[config.mk]
export PLATFORM = sky130hd
export DESIGN_NAME = touch_pinch_and_swipe_gesture_top
export DESIGN_NICKNAME = d
export VERILOG_FILES = /design/src/tpsg_pkg.sv /design/src/touch_pinch_and_swipe_gesture_top.sv /design/src/tpsg_cfg_regs.sv /design/src/tpsg_in_stage.sv /design/src/tpsg_core.sv
export SDC_FILE = /design/constraint.sdc
export NUM_CORES = 1
export LEC_CHECK = 0
export ABC_AREA = 1
export BUFFER_PORTS_ARGS = -buffer_cell sky130_fd_sc_hd__buf_2
export CORE_MARGIN = 5
export CORE_UTILIZATION = 25
export DETAILED_ROUTE_END_ITERATION = 16
export HOLD_SLACK_MARGIN = 0.1
export PLACE_DENSITY = 0.43
export SKIP_CTS_REPAIR_TIMING = 1
export SLEW_MARGIN = 5
export SYNTH_ARGS = -nofsm -noshare
export SYNTH_HDL_FRONTEND = slang
export SYNTH_SLANG_ARGS = --single-unit
[constraint.sdc]
create_clock -name i_clk -period 21.9 [get_ports i_clk]
set_input_delay 5.475 -clock i_clk [delete_from_list [all_inputs] [get_ports i_clk]]
set_output_delay 5.475 -clock i_clk [all_outputs]
set_load 0.05 [all_outputs]
[src/tpsg_pkg.sv]
// Types, codes and constants of the touch pinch and swipe gesture block.
package tpsg_pkg;

    localparam int COORD_W  = 10;
    localparam int TRAVEL_W = COORD_W + 2;
    localparam int DIST_W   = 2 * COORD_W + 1;
    localparam int SCALED_W = DIST_W + 8;
    localparam int CFG_W    = 21;
    localparam int CFG_IDX_W = 3;

    // Request codes
    localparam logic [1:0] FUNC_SAMPLE     = 2'd0;
    localparam logic [1:0] FUNC_TAKE_STEPS = 2'd1;
    localparam logic [1:0] FUNC_TAKE_SWIPE = 2'd2;

    // Register indexes
    localparam logic [CFG_IDX_W-1:0] CFG_TOP_BAND       = 3'd0;
    localparam logic [CFG_IDX_W-1:0] CFG_MIN_DOWN       = 3'd1;
    localparam logic [CFG_IDX_W-1:0] CFG_MAX_SIDEWAYS   = 3'd2;
    localparam logic [CFG_IDX_W-1:0] CFG_ABORT_UP       = 3'd3;
    localparam logic [CFG_IDX_W-1:0] CFG_ABORT_SIDEWAYS = 3'd4;
    localparam logic [CFG_IDX_W-1:0] CFG_PINCH_MIN_DIST = 3'd5;
    localparam logic [CFG_IDX_W-1:0] CFG_STEP_LIMIT     = 3'd6;

    // Register reset values
    localparam logic [COORD_W-1:0] RST_TOP_BAND       = 10'd64;
    localparam logic [COORD_W-1:0] RST_MIN_DOWN       = 10'd72;
    localparam logic [COORD_W-1:0] RST_MAX_SIDEWAYS   = 10'd120;
    localparam logic [COORD_W-1:0] RST_ABORT_UP       = 10'd24;
    localparam logic [COORD_W-1:0] RST_ABORT_SIDEWAYS = 10'd140;
    localparam logic [DIST_W-1:0]  RST_PINCH_MIN_DIST = 21'd400;
    localparam logic [2:0]         RST_STEP_LIMIT     = 3'd4;

    // Pinch ratio 1.44 as 144 / 100
    localparam logic [7:0] RATIO_NUM = 8'd144;
    localparam logic [7:0] RATIO_DEN = 8'd100;

    typedef struct packed {
        logic [1:0]         func;
        logic [2:0]         finger_count;
        logic [COORD_W-1:0] raw_x0;
        logic [COORD_W-1:0] raw_y0;
        logic [COORD_W-1:0] raw_x1;
        logic [COORD_W-1:0] raw_y1;
        logic [COORD_W-1:0] disp_x0;
        logic [COORD_W-1:0] disp_y0;
        logic [COORD_W-1:0] disp_x1;
        logic [COORD_W-1:0] disp_y1;
    } t_in;

    typedef struct packed {
        logic               pressed;
        logic [COORD_W-1:0] point_x;
        logic [COORD_W-1:0] point_y;
        logic               gesture_active;
        logic signed [3:0]  pinch_steps;
        logic               swipe_pending;
    } t_out;

    typedef struct packed {
        logic [COORD_W-1:0] swipe_top_band;
        logic [COORD_W-1:0] swipe_min_down;
        logic [COORD_W-1:0] swipe_max_sideways;
        logic [COORD_W-1:0] swipe_abort_up;
        logic [COORD_W-1:0] swipe_abort_sideways;
        logic [DIST_W-1:0]  pinch_min_dist_sq;
        logic [2:0]         pinch_step_limit;
    } t_cfg;

endpackage

[src/touch_pinch_and_swipe_gesture_top.sv]
// Top level of the touch pinch and swipe gesture block.
// Takes one request per clock while the input is not stalled and returns exactly one
// result per request: the input register computes the squared raw finger distance
// (two 10-bit squares and an add), and from there the core runs the swipe travel
// compares, the 1.44 pinch ratio compare (constant scaling by 100 and 144) and the
// state update into the result register. Func 0 is a touch sample, func 1 reads and
// clears the pinch steps, func 2 reads and clears the swipe flag, func 3 returns
// status only. Input stall rises only while a result waits and the next one is
// already held. The user writes the registers through the plain write port only
// while no request is in flight; the block itself does not enforce this.
module touch_pinch_and_swipe_gesture_top (
    input  logic                           i_clk,
    input  logic                           i_rst_n,
    input  logic                           i_in_valid,
    output logic                           o_in_stall,
    input  tpsg_pkg::t_in                  i_in,
    output logic                           o_out_valid,
    input  logic                           i_out_stall,
    output tpsg_pkg::t_out                 o_out,
    input  logic                           i_cfg_we,
    input  logic [tpsg_pkg::CFG_IDX_W-1:0] i_cfg_idx,
    input  logic [tpsg_pkg::CFG_W-1:0]     i_cfg_data
);

    tpsg_pkg::t_cfg                cfg;
    tpsg_pkg::t_in                 item;
    logic [tpsg_pkg::DIST_W-1:0]   d2;
    logic                          item_vld;
    logic                          core_ready;

    tpsg_cfg_regs u_cfg (
        .i_clk      (i_clk),
        .i_rst_n    (i_rst_n),
        .i_cfg_we   (i_cfg_we),
        .i_cfg_idx  (i_cfg_idx),
        .i_cfg_data (i_cfg_data),
        .o_cfg      (cfg)
    );

    tpsg_in_stage u_in (
        .i_clk      (i_clk),
        .i_rst_n    (i_rst_n),
        .i_in_valid (i_in_valid),
        .o_in_stall (o_in_stall),
        .i_in       (i_in),
        .i_ready    (core_ready),
        .o_vld      (item_vld),
        .o_item     (item),
        .o_d2       (d2)
    );

    tpsg_core u_core (
        .i_clk       (i_clk),
        .i_rst_n     (i_rst_n),
        .i_vld       (item_vld),
        .i_item      (item),
        .i_d2        (d2),
        .i_cfg       (cfg),
        .i_out_stall (i_out_stall),
        .o_ready     (core_ready),
        .o_out_valid (o_out_valid),
        .o_out       (o_out)
    );

endmodule

[src/tpsg_cfg_regs.sv]
// Configuration register bank of the gesture block.
module tpsg_cfg_regs (
    input  logic                           i_clk,
    input  logic                           i_rst_n,
    input  logic                           i_cfg_we,
    input  logic [tpsg_pkg::CFG_IDX_W-1:0] i_cfg_idx,
    input  logic [tpsg_pkg::CFG_W-1:0]     i_cfg_data,
    output tpsg_pkg::t_cfg                 o_cfg
);

    tpsg_pkg::t_cfg r_cfg;
    tpsg_pkg::t_cfg n_cfg;

    // Decode the write
    always_comb begin
        n_cfg = r_cfg;
        if (i_cfg_we) begin
            case (i_cfg_idx)
                tpsg_pkg::CFG_TOP_BAND:
                    n_cfg.swipe_top_band = i_cfg_data[tpsg_pkg::COORD_W-1:0];
                tpsg_pkg::CFG_MIN_DOWN:
                    n_cfg.swipe_min_down = i_cfg_data[tpsg_pkg::COORD_W-1:0];
                tpsg_pkg::CFG_MAX_SIDEWAYS:
                    n_cfg.swipe_max_sideways = i_cfg_data[tpsg_pkg::COORD_W-1:0];
                tpsg_pkg::CFG_ABORT_UP:
                    n_cfg.swipe_abort_up = i_cfg_data[tpsg_pkg::COORD_W-1:0];
                tpsg_pkg::CFG_ABORT_SIDEWAYS:
                    n_cfg.swipe_abort_sideways = i_cfg_data[tpsg_pkg::COORD_W-1:0];
                tpsg_pkg::CFG_PINCH_MIN_DIST:
                    n_cfg.pinch_min_dist_sq = i_cfg_data[tpsg_pkg::DIST_W-1:0];
                tpsg_pkg::CFG_STEP_LIMIT:
                    n_cfg.pinch_step_limit = i_cfg_data[2:0];
                default: ;
            endcase
        end
    end

    always_ff @(posedge i_clk) begin
        if (!i_rst_n) begin
            r_cfg.swipe_top_band       <= tpsg_pkg::RST_TOP_BAND;
            r_cfg.swipe_min_down       <= tpsg_pkg::RST_MIN_DOWN;
            r_cfg.swipe_max_sideways   <= tpsg_pkg::RST_MAX_SIDEWAYS;
            r_cfg.swipe_abort_up       <= tpsg_pkg::RST_ABORT_UP;
            r_cfg.swipe_abort_sideways <= tpsg_pkg::RST_ABORT_SIDEWAYS;
            r_cfg.pinch_min_dist_sq    <= tpsg_pkg::RST_PINCH_MIN_DIST;
            r_cfg.pinch_step_limit     <= tpsg_pkg::RST_STEP_LIMIT;
        end else begin
            r_cfg <= n_cfg;
        end
    end

    assign o_cfg = r_cfg;

endmodule

[src/tpsg_in_stage.sv]
// Input register: holds the request and its squared raw finger distance.
module tpsg_in_stage (
    input  logic                        i_clk,
    input  logic                        i_rst_n,
    input  logic                        i_in_valid,
    output logic                        o_in_stall,
    input  tpsg_pkg::t_in               i_in,
    input  logic                        i_ready,
    output logic                        o_vld,
    output tpsg_pkg::t_in               o_item,
    output logic [tpsg_pkg::DIST_W-1:0] o_d2
);

    localparam int SQW = 2 * tpsg_pkg::COORD_W;

    logic                          r_vld;
    tpsg_pkg::t_in                 r_item;
    logic [tpsg_pkg::DIST_W-1:0]   r_d2;
    logic [tpsg_pkg::COORD_W-1:0]  adx;
    logic [tpsg_pkg::COORD_W-1:0]  ady;
    logic [SQW-1:0]                sqx;
    logic [SQW-1:0]                sqy;
    logic [tpsg_pkg::DIST_W-1:0]   n_d2;
    logic                          accept;
    logic                          advance;

    // Squared raw distance from absolute differences
    always_comb begin
        adx = (i_in.raw_x0 >= i_in.raw_x1) ? (i_in.raw_x0 - i_in.raw_x1)
                                           : (i_in.raw_x1 - i_in.raw_x0);
        ady = (i_in.raw_y0 >= i_in.raw_y1) ? (i_in.raw_y0 - i_in.raw_y1)
                                           : (i_in.raw_y1 - i_in.raw_y0);
        sqx = SQW'(adx) * SQW'(adx);
        sqy = SQW'(ady) * SQW'(ady);
        n_d2 = {1'b0, sqx} + {1'b0, sqy};
    end

    // Stall only while a held request cannot move on
    assign advance    = r_vld && i_ready;
    assign o_in_stall = r_vld && !i_ready;
    assign accept     = i_in_valid && !o_in_stall;

    always_ff @(posedge i_clk) begin
        if (!i_rst_n) begin
            r_vld <= 1'b0;
        end else if (accept) begin
            r_vld <= 1'b1;
        end else if (advance) begin
            r_vld <= 1'b0;
        end
    end

    always_ff @(posedge i_clk) begin
        if (accept) begin
            r_item <= i_in;
            r_d2   <= n_d2;
        end
    end

    assign o_vld  = r_vld;
    assign o_item = r_item;
    assign o_d2   = r_d2;

endmodule

[src/tpsg_core.sv]
// Gesture state, single-pass update and result register.
module tpsg_core (
    input  logic                        i_clk,
    input  logic                        i_rst_n,
    input  logic                        i_vld,
    input  tpsg_pkg::t_in               i_item,
    input  logic [tpsg_pkg::DIST_W-1:0] i_d2,
    input  tpsg_pkg::t_cfg              i_cfg,
    input  logic                        i_out_stall,
    output logic                        o_ready,
    output logic                        o_out_valid,
    output tpsg_pkg::t_out              o_out
);

    localparam int CW = tpsg_pkg::COORD_W;
    localparam int TW = tpsg_pkg::TRAVEL_W;
    localparam int DW = tpsg_pkg::DIST_W;
    localparam int SW = tpsg_pkg::SCALED_W;

    // Gesture state
    logic                 r_trk,  n_trk;
    logic                 r_lat,  n_lat;
    logic                 r_flag, n_flag;
    logic [CW-1:0]        r_sx,   n_sx;
    logic [CW-1:0]        r_sy,   n_sy;
    logic                 r_pact, n_pact;
    logic [DW-1:0]        r_pref, n_pref;
    logic signed [3:0]    r_step, n_step;

    // Result register
    logic                 r_out_vld;
    tpsg_pkg::t_out       r_out;
    tpsg_pkg::t_out       n_res;

    logic                 fire;
    logic                 two;
    logic [CW:0]          sum_x, sum_y;
    logic [CW-1:0]        cx, cy;
    logic signed [TW-1:0] tx, ty;
    logic signed [TW-1:0] min_down, max_side, abort_up, abort_side;
    logic                 in_band, swipe_ok, swipe_abort;
    logic [SW-1:0]        d2_x100, d2_x144, ref_x100, ref_x144;
    logic                 zoom_in, zoom_out;
    logic signed [4:0]    lim, step_next, step_sat;
    logic                 gest;

    assign o_ready = !r_out_vld || !i_out_stall;
    assign fire    = i_vld && o_ready;

    // Swipe centre and travel
    always_comb begin
        two   = (i_item.finger_count >= 3'd2);
        sum_x = {1'b0, i_item.disp_x0} + {1'b0, i_item.disp_x1};
        sum_y = {1'b0, i_item.disp_y0} + {1'b0, i_item.disp_y1};
        cx    = sum_x[CW:1];
        cy    = sum_y[CW:1];
        tx    = $signed({2'b00, cx}) - $signed({2'b00, r_sx});
        ty    = $signed({2'b00, cy}) - $signed({2'b00, r_sy});
        min_down   = $signed({2'b00, i_cfg.swipe_min_down});
        max_side   = $signed({2'b00, i_cfg.swipe_max_sideways});
        abort_up   = $signed({2'b00, i_cfg.swipe_abort_up});
        abort_side = $signed({2'b00, i_cfg.swipe_abort_sideways});
        in_band    = (i_item.disp_y0 <= i_cfg.swipe_top_band) &&
                     (i_item.disp_y1 <= i_cfg.swipe_top_band);
        swipe_ok   = (ty >= min_down) && (tx >= -max_side) && (tx <= max_side);
        swipe_abort = (ty < -abort_up) || (tx < -abort_side) || (tx > abort_side);
    end

    // Pinch ratio compare and saturated step
    always_comb begin
        d2_x100  = SW'(i_d2)   * SW'(tpsg_pkg::RATIO_DEN);
        d2_x144  = SW'(i_d2)   * SW'(tpsg_pkg::RATIO_NUM);
        ref_x100 = SW'(r_pref) * SW'(tpsg_pkg::RATIO_DEN);
        ref_x144 = SW'(r_pref) * SW'(tpsg_pkg::RATIO_NUM);
        zoom_in  = (d2_x100 >= ref_x144);
        zoom_out = (d2_x144 <= ref_x100);
        lim      = $signed({2'b00, i_cfg.pinch_step_limit});
        step_next = zoom_in ? ({r_step[3], r_step} + 5'sd1)
                            : ({r_step[3], r_step} - 5'sd1);
        if (step_next > lim) begin
            step_sat = lim;
        end else if (step_next < -lim) begin
            step_sat = -lim;
        end else begin
            step_sat = step_next;
        end
    end

    // Next state and result for one request
    always_comb begin
        n_trk  = r_trk;
        n_lat  = r_lat;
        n_flag = r_flag;
        n_sx   = r_sx;
        n_sy   = r_sy;
        n_pact = r_pact;
        n_pref = r_pref;
        n_step = r_step;
        gest   = r_trk || r_lat;
        n_res  = '0;
        case (i_item.func)
            tpsg_pkg::FUNC_SAMPLE: begin
                // Swipe tracking
                if (!two) begin
                    n_trk = 1'b0;
                    n_lat = 1'b0;
                    gest  = 1'b0;
                end else if (r_lat) begin
                    gest = 1'b1;
                end else if (!r_trk) begin
                    gest = in_band;
                    if (in_band) begin
                        n_trk = 1'b1;
                        n_sx  = cx;
                        n_sy  = cy;
                    end
                end else if (swipe_ok) begin
                    n_flag = 1'b1;
                    n_trk  = 1'b0;
                    n_lat  = 1'b1;
                    n_step = '0;
                    gest   = 1'b1;
                end else if (swipe_abort) begin
                    n_trk = 1'b0;
                    gest  = 1'b0;
                end else begin
                    gest = 1'b1;
                end
                // Pinch tracking, held off by any swipe
                if (gest || !two) begin
                    n_pact = 1'b0;
                    n_pref = '0;
                end else if (!r_pact) begin
                    if (i_d2 >= i_cfg.pinch_min_dist_sq) begin
                        n_pref = i_d2;
                        n_pact = 1'b1;
                    end
                end else if (zoom_in || zoom_out) begin
                    n_step = step_sat[3:0];
                    n_pref = i_d2;
                end
                if (i_item.finger_count != 3'd0) begin
                    n_res.pressed = 1'b1;
                    n_res.point_x = i_item.raw_x0;
                    n_res.point_y = i_item.raw_y0;
                end
                n_res.pinch_steps   = n_step;
                n_res.swipe_pending = n_flag;
            end
            tpsg_pkg::FUNC_TAKE_STEPS: begin
                n_res.pinch_steps   = r_step;
                n_res.swipe_pending = r_flag;
                n_step              = '0;
            end
            tpsg_pkg::FUNC_TAKE_SWIPE: begin
                n_res.pinch_steps   = r_step;
                n_res.swipe_pending = r_flag;
                n_flag              = 1'b0;
            end
            default: begin
                n_res.pinch_steps   = r_step;
                n_res.swipe_pending = r_flag;
            end
        endcase
        n_res.gesture_active = gest;
    end

    // Commit state on each request
    always_ff @(posedge i_clk) begin
        if (!i_rst_n) begin
            r_trk  <= 1'b0;
            r_lat  <= 1'b0;
            r_flag <= 1'b0;
            r_sx   <= '0;
            r_sy   <= '0;
            r_pact <= 1'b0;
            r_pref <= '0;
            r_step <= '0;
        end else if (fire) begin
            r_trk  <= n_trk;
            r_lat  <= n_lat;
            r_flag <= n_flag;
            r_sx   <= n_sx;
            r_sy   <= n_sy;
            r_pact <= n_pact;
            r_pref <= n_pref;
            r_step <= n_step;
        end
    end

    // Hold the result until taken
    always_ff @(posedge i_clk) begin
        if (!i_rst_n) begin
            r_out_vld <= 1'b0;
        end else if (fire) begin
            r_out_vld <= 1'b1;
        end else if (!i_out_stall) begin
            r_out_vld <= 1'b0;
        end
    end

    always_ff @(posedge i_clk) begin
        if (fire) begin
            r_out <= n_res;
        end
    end

    assign o_out_valid = r_out_vld;
    assign o_out       = r_out;

endmodule

; Word level (Yosys, flattened, before mapping)
; Cells that the tools add are included.
[totals]
regBits = 238
word_cells = 167
latchBits = 0
rom_bits = 0
mem_bits_rw = 0
out_inout_bits = 29
in_bits = 114
mem_count = 0
[op_classes]
shift = 0
n_reduce_logical = 38
n_lt_le_gt_ge = 16
mux = 47
addsub = 15
div_mod_pow = 0
mul = 6
n_eq_ne = 11
bitwise_logic = 2
[op_table]
columns = operator, count
row1 = $mux 21, 5
row2 = $mul 21x5->26 const B, 2
row3 = $mul 21x4->25 const B, 2
row4 = $mul 10x10->20, 2
row5 = $sub 10x10->10, 4
row6 = $mux 4, 9
row7 = $neg 10->12, 3
row8 = $ge 28x29->1, 1
row9 = $le 29x28->1, 1
row10 = $mux 1, 27
row11 = $lt 12x12->1, 2
row12 = $add 10x10->11, 2
row13 = $reduce_and 2->1, 11
row14 = $sub 10x10->11, 2
row15 = $add 20x20->21, 1
row16 = $ge 21x21->1, 1
row17 = $ge 10x10->1, 2
row18 = $le 10x10->1, 2
row19 = $mux 10, 2
row20 = $ge 12x11->1, 1
row21 = $ge 12x12->1, 1
row22 = $gt 12x11->1, 1
row23 = $le 12x11->1, 1
row24 = $mux 5, 2
row25 = other kinds (27), 48

; Depth between registers and ports, before layout
[depth]
depth_word = 14
ltp_mapped = 42
depth_no_buf = 42

; Hierarchy
; From an unflattened synthesis, not the netlist that was laid out.
[unflattened]
cells_unflattened = 3812
hier_area_um2 = 29791.1
[modules_own_cells]
columns = module, cells_each, area_each_um2, n_inst, seq_area_each_um2
row1 = tpsg_core, 2164, 15507.4, 1, 1811.7
row2 = tpsg_in_stage, 1225, 11348.4, 1, 3203.1
row3 = tpsg_cfg_regs, 423, 2935.3, 1, 1481.4

; Least setup slack after synthesis
; Ideal clock, no wire load.
[synth_path]
kind = in2reg
start = input i_in[45] (netlist bit)
end = register u_in.r_d2 (netlist bit u_in.o_d2[18]), data pin
required_time_ns = 21.635
path_buffers = 1
arrival_time_ns = 12.624
stages = 29
setup_time_ns = 0.265
setup_slack_ns = 9.011
path_cell_list = inv_1 -> ha_1 -> a21oi_2 -> o21ai_1 -> a221oi_2 -> nand3_2 -> buf_4 -> o21ai_0 -> inv_2 -> nor2_1 -> inv_1 -> fa_1 -> fa_1 -> inv_1 -> fa_1 -> inv_1 -> fa_1 -> fa_1 -> inv_1 -> fa_1 -> fa_1 -> ha_1 -> a21o_1 -> a211o_1 -> a21oi_1 -> o21ai_0 -> a31oi_1 -> o21ai_0 -> xor2_1
[synth_between]
elab_chain_cells = 4
word_cells_on_any_way = 6
cone_classes = add/sub (3) / mul (1) / order compare (1) / mux (1)
[synth_rtl]
columns = element, line_no
row1 = from (decl), touch_pinch_and_swipe_gesture_top.sv:16  ; input tpsg_pkg::t_in i_in,
row2 = $sub 10x10->10 (tied with other cells), tpsg_in_stage.sv:32  ; : (i_in.raw_y1 - i_in.raw_y0);
row3 = $mux 10 *, tpsg_in_stage.sv:31  ; ady = (i_in.raw_y0 >= i_in.raw_y1) ? (i_in.raw_y0 - i_in.raw_y1)
row4 = $mul 10x10->20 *, tpsg_in_stage.sv:34  ; sqy = SQW'(ady) * SQW'(ady);
row5 = $add 20x20->21 *, tpsg_in_stage.sv:35  ; n_d2 = {1'b0, sqx} + {1'b0, sqy};
row6 = via u_in.n_d2 (one bit), tpsg_in_stage.sv:23  ; logic [tpsg_pkg::DIST_W-1:0] n_d2;
row7 = to (signal assigned), tpsg_in_stage.sv:56  ; r_d2 <= n_d2;
row8 = to (decl), tpsg_in_stage.sv:18  ; logic [tpsg_pkg::DIST_W-1:0] r_d2;
; Mark *: on every way through the listed nets, which the timed path passes. The rest lies on a longest branch.
; A chain may end at the register's enable or synchronous reset.

; Worst setup path after layout
[layout_path]
start = input i_in[43] (netlist bit)
end = register u_in.r_d2 (netlist bit u_in.o_d2[18]), data pin
; The elaborated chain is that of the path after synthesis.

==> impl_metrics.toml <==
[die]
core-area_um2 = 112300
rows = 123
die_h_um = 345.9
floorplan.die.width_um = 345.9
start_util_pct = 25.11
dieArea_um2 = 119600
top_level_ports = 143

[cts]
cts_max_path_bufs = 3
clock_pin_slew_worst_setup_and_hold_paths_ns = 0.06
clock_sinks = 238
clock_tree_from_tritoncts = "yes"
cts.htree.levels = 2
cts.root.buffer_cell = "clkbuf_16"
clk_latency_ns = 0.60
numCtsBuffers = 35

[detailed_routing]
vias = 22190
drtAntennaViolNets = 0
highest_routing_layer_actually_used = "met4"
route.detailed.wl_per_inst_um = 15.26
drtPass1Iterations = 5
detail_route.vias_per_cell = 4.321
routed_wl_um = 78400
initialDrtViolationCount = 1125
route.met3.wl_um = 2127
wl_met2_um = 34860
drt-met1-wl_um = 40190
route.detailed.drc = 0

[global_routing]
global_route_wire_length_before_repair_um = 123300
vias_in_the_first_global_route = 21890
grtUsageTotal_pct = 12.89
grt-ovfl-total = 0
grt_antenna_before_repair = 4
pin_count_of_the_biggest_net_entering_global_routing = 75

[yosys]
synthCells = 3463
ffs_w_async_s_r_synth_pct = 0
edff_count_synth = 113
yosys_most_used_dff = "dfxtp_1"
synthDistinctLibCells = 65
syn_area_um2 = 28200
yosys_register_bits = 238
synth_nets = 4283
post_synth.cell_area_avg_um2 = 8.145
synth-seq-area-share_pct = 20.90
synthesis.yosys.warnings = 0

[critical_path]
endpoint_kind = "flop"
worst_path_max_stage_delay_ns = 0.56
cp_top_family = "adder cells"
timing.critical_path.buf_inv = 7
timing.critical_path.slowest_stage_cell = "fa_1"
worstSetupStartpointType = "input pin"
crit_path_max_fanout = 15
arrival_ns = 13.31
cp.required_ns = 22.22
critPathKind = "input pin to flop"
library_cell_appearing_most_often_on_the_critical_path = "fa_1"

[timing]
rsz0062_at_grt = "no"
achievable-frequency_mhz = 76.98
report.final.setup_viol = 0
final-hold-violation-count = 0
tightestPinTransition_ns = 0.8926
fin_crit_ns = 12.99
slew_violations = 0
timing.clock.skew_ns = 0.04047
setup-tns-final_ns = 0
finalCritPeriodShare_pct = 59.32
max-slew-margin-rel_pct = 40.49

[min_path]
hold_path.class = "flop to flop"

[flow_run]
max_cap_violations = 0

[layout]
area_growth_pct = 12.82
most_common_library_cell_in_the_layout_ignoring_fill_and_taps = "inv_1"
finish.net_count = 4429
top_library_cells_by_usage_in_the_layout_fill_and_taps_aside = "669 x inv_1, 534 x ha_1, 477 x nand2_1"
final_layout_size_suffix_gt1_share_pct = 8.226

[place]
place_hpwl_um = 64700
io_buffer_count = 142
weighted_congestion_reported_at_the_end_of_routability_driven_placement = 0.8113

[status]
status = "finished clean"
==> registers in the layout, summed over array words and instances, names as in the netlist <==
signal              cells
u_cfg.o_cfg            74
u_core.o_out           27
u_core.o_out_valid      1
u_core.r_flag           1
u_core.r_lat            1
u_core.r_pact           1
u_core.r_pref          21
u_core.r_step           4
u_core.r_sx            10
u_core.r_sy            10
u_core.r_trk            1
u_in.o_d2              21
u_in.o_item            65
u_in.o_vld              1
==> kinds of logic after synthesis <==
group                    Yosys count  synth area share [%]
adder cells (fa/ha/maj)          706                 35.90
multiplexers                       1               0.07985
XOR/XNOR                         185                 5.984
flip-flops                       238                 20.90
buffers and inverters            735                 10.00
AO/OA/AOI/OAI                    606                 12.04
AND/OR/NAND/NOR                  992                 15.09
==> routing by layer <==
layer / global-route usage [%] / vias to the layer above
met5: 0 / -
met4: 2.464 / 0
met3: 1.580 / 60
met2: 20.79 / 237
met1: 18.62 / 10270
li1: - / 11630
==> area by class of cell <==
class                   instances  area [µm²]
inverters                     690        2597
repair buffers                154       803.3
multi-input cells            2490       19510
well taps                    1500        1877
flip-flops and latches        238        5896
diodes                          1       2.502
clock inverters                21       215.2
fillers                     12260       80520
clock buffers                  42       922.1
==> path summary, 6_finish.rpt <==
| check | from | end | slack [ns] | depth (start not counted) |
|---|---|---|---|---|
| worst max-delay path | i_in[43] | u_in.o_d2[18] | 8.91 | 29 |
| worst min-delay path | u_cfg.o_cfg[23] | u_cfg.o_cfg[23] | 0.46 | 2 |
| worst max register to register | u_in.o_d2[4] | u_core.o_out[1] | 14.03 | 38 |
| worst min register to register | u_cfg.o_cfg[23] | u_cfg.o_cfg[23] | 0.46 | 2 |
==> worst min-delay path, delay by kind of cell (launching register included) <==
family,cells,cell delay (ns)
flip-flops,1,0.29
buffers and inverters,1,0.06
AO/OA/AOI/OAI,1,0.06
==> through the flow <==
stage	hold WS, ns	cell area [µm²]	utilization (%)	worst slack [ns]	std cells
global placement	0.4490	30680	27.31	8.358	5072
finish	0.4600	31820	28.32	8.909	5136
global route	0.4831	31820	28.32	8.220	5135
floorplan	0.4353	28200	-	9.011	3463
CTS	0.4645	31820	28.32	8.884	5135
detailed placement	0.4550	30680	27.31	8.249	5072
==> Yosys cell counts, types with 3 or more instances <==
| library cell | n | share of area, % |
|---|---|---|
| a211oi_1 | 4 | 0.11 |
| a21boi_0 | 4 | 0.11 |
| a21boi_1 | 7 | 0.19 |
| a21o_1 | 22 | 0.59 |
| a21oi_1 | 288 | 5.1 |
| a221oi_1 | 6 | 0.19 |
| a31o_2 | 3 | 0.093 |
| a31oi_1 | 10 | 0.22 |
| buf_2 | 7 | 0.12 |
| buf_4 | 3 | 0.080 |
| buf_6 | 5 | 0.20 |
| clkbuf_1 | 28 | 0.37 |
| dfxtp_1 | 125 | 8.9 |
| edfxtp_1 | 113 | 12 |
| fa_1 | 172 | 12 |
| ha_1 | 534 | 24 |
| inv_1 | 670 | 8.9 |
| inv_2 | 17 | 0.23 |
| nand2_1 | 477 | 6.3 |
| nand2_2 | 11 | 0.24 |
| nand3_1 | 106 | 1.9 |
| nand3_2 | 4 | 0.14 |
| nand3b_1 | 9 | 0.24 |
| nand4_1 | 34 | 0.75 |
| nor2_1 | 264 | 3.5 |
| nor2_2 | 20 | 0.44 |
| nor2_4 | 3 | 0.12 |
| nor3_1 | 35 | 0.62 |
| nor3_2 | 3 | 0.11 |
| nor3b_1 | 9 | 0.24 |
| nor4_1 | 7 | 0.16 |
| o211ai_1 | 20 | 0.53 |
| o21a_1 | 3 | 0.080 |
| o21ai_0 | 172 | 3.1 |
| o21ai_1 | 28 | 0.50 |
| o21ai_2 | 5 | 0.16 |
| o21bai_1 | 10 | 0.27 |
| o221ai_1 | 3 | 0.093 |
| o31ai_1 | 8 | 0.21 |
| or2_2 | 4 | 0.089 |
| xnor2_1 | 55 | 1.7 |
| xnor2_2 | 3 | 0.17 |
| xor2_1 | 124 | 3.9 |
Power is not shown: default switching activity piles up to over one toggle a cycle in this logic, so the estimate is an artifact.
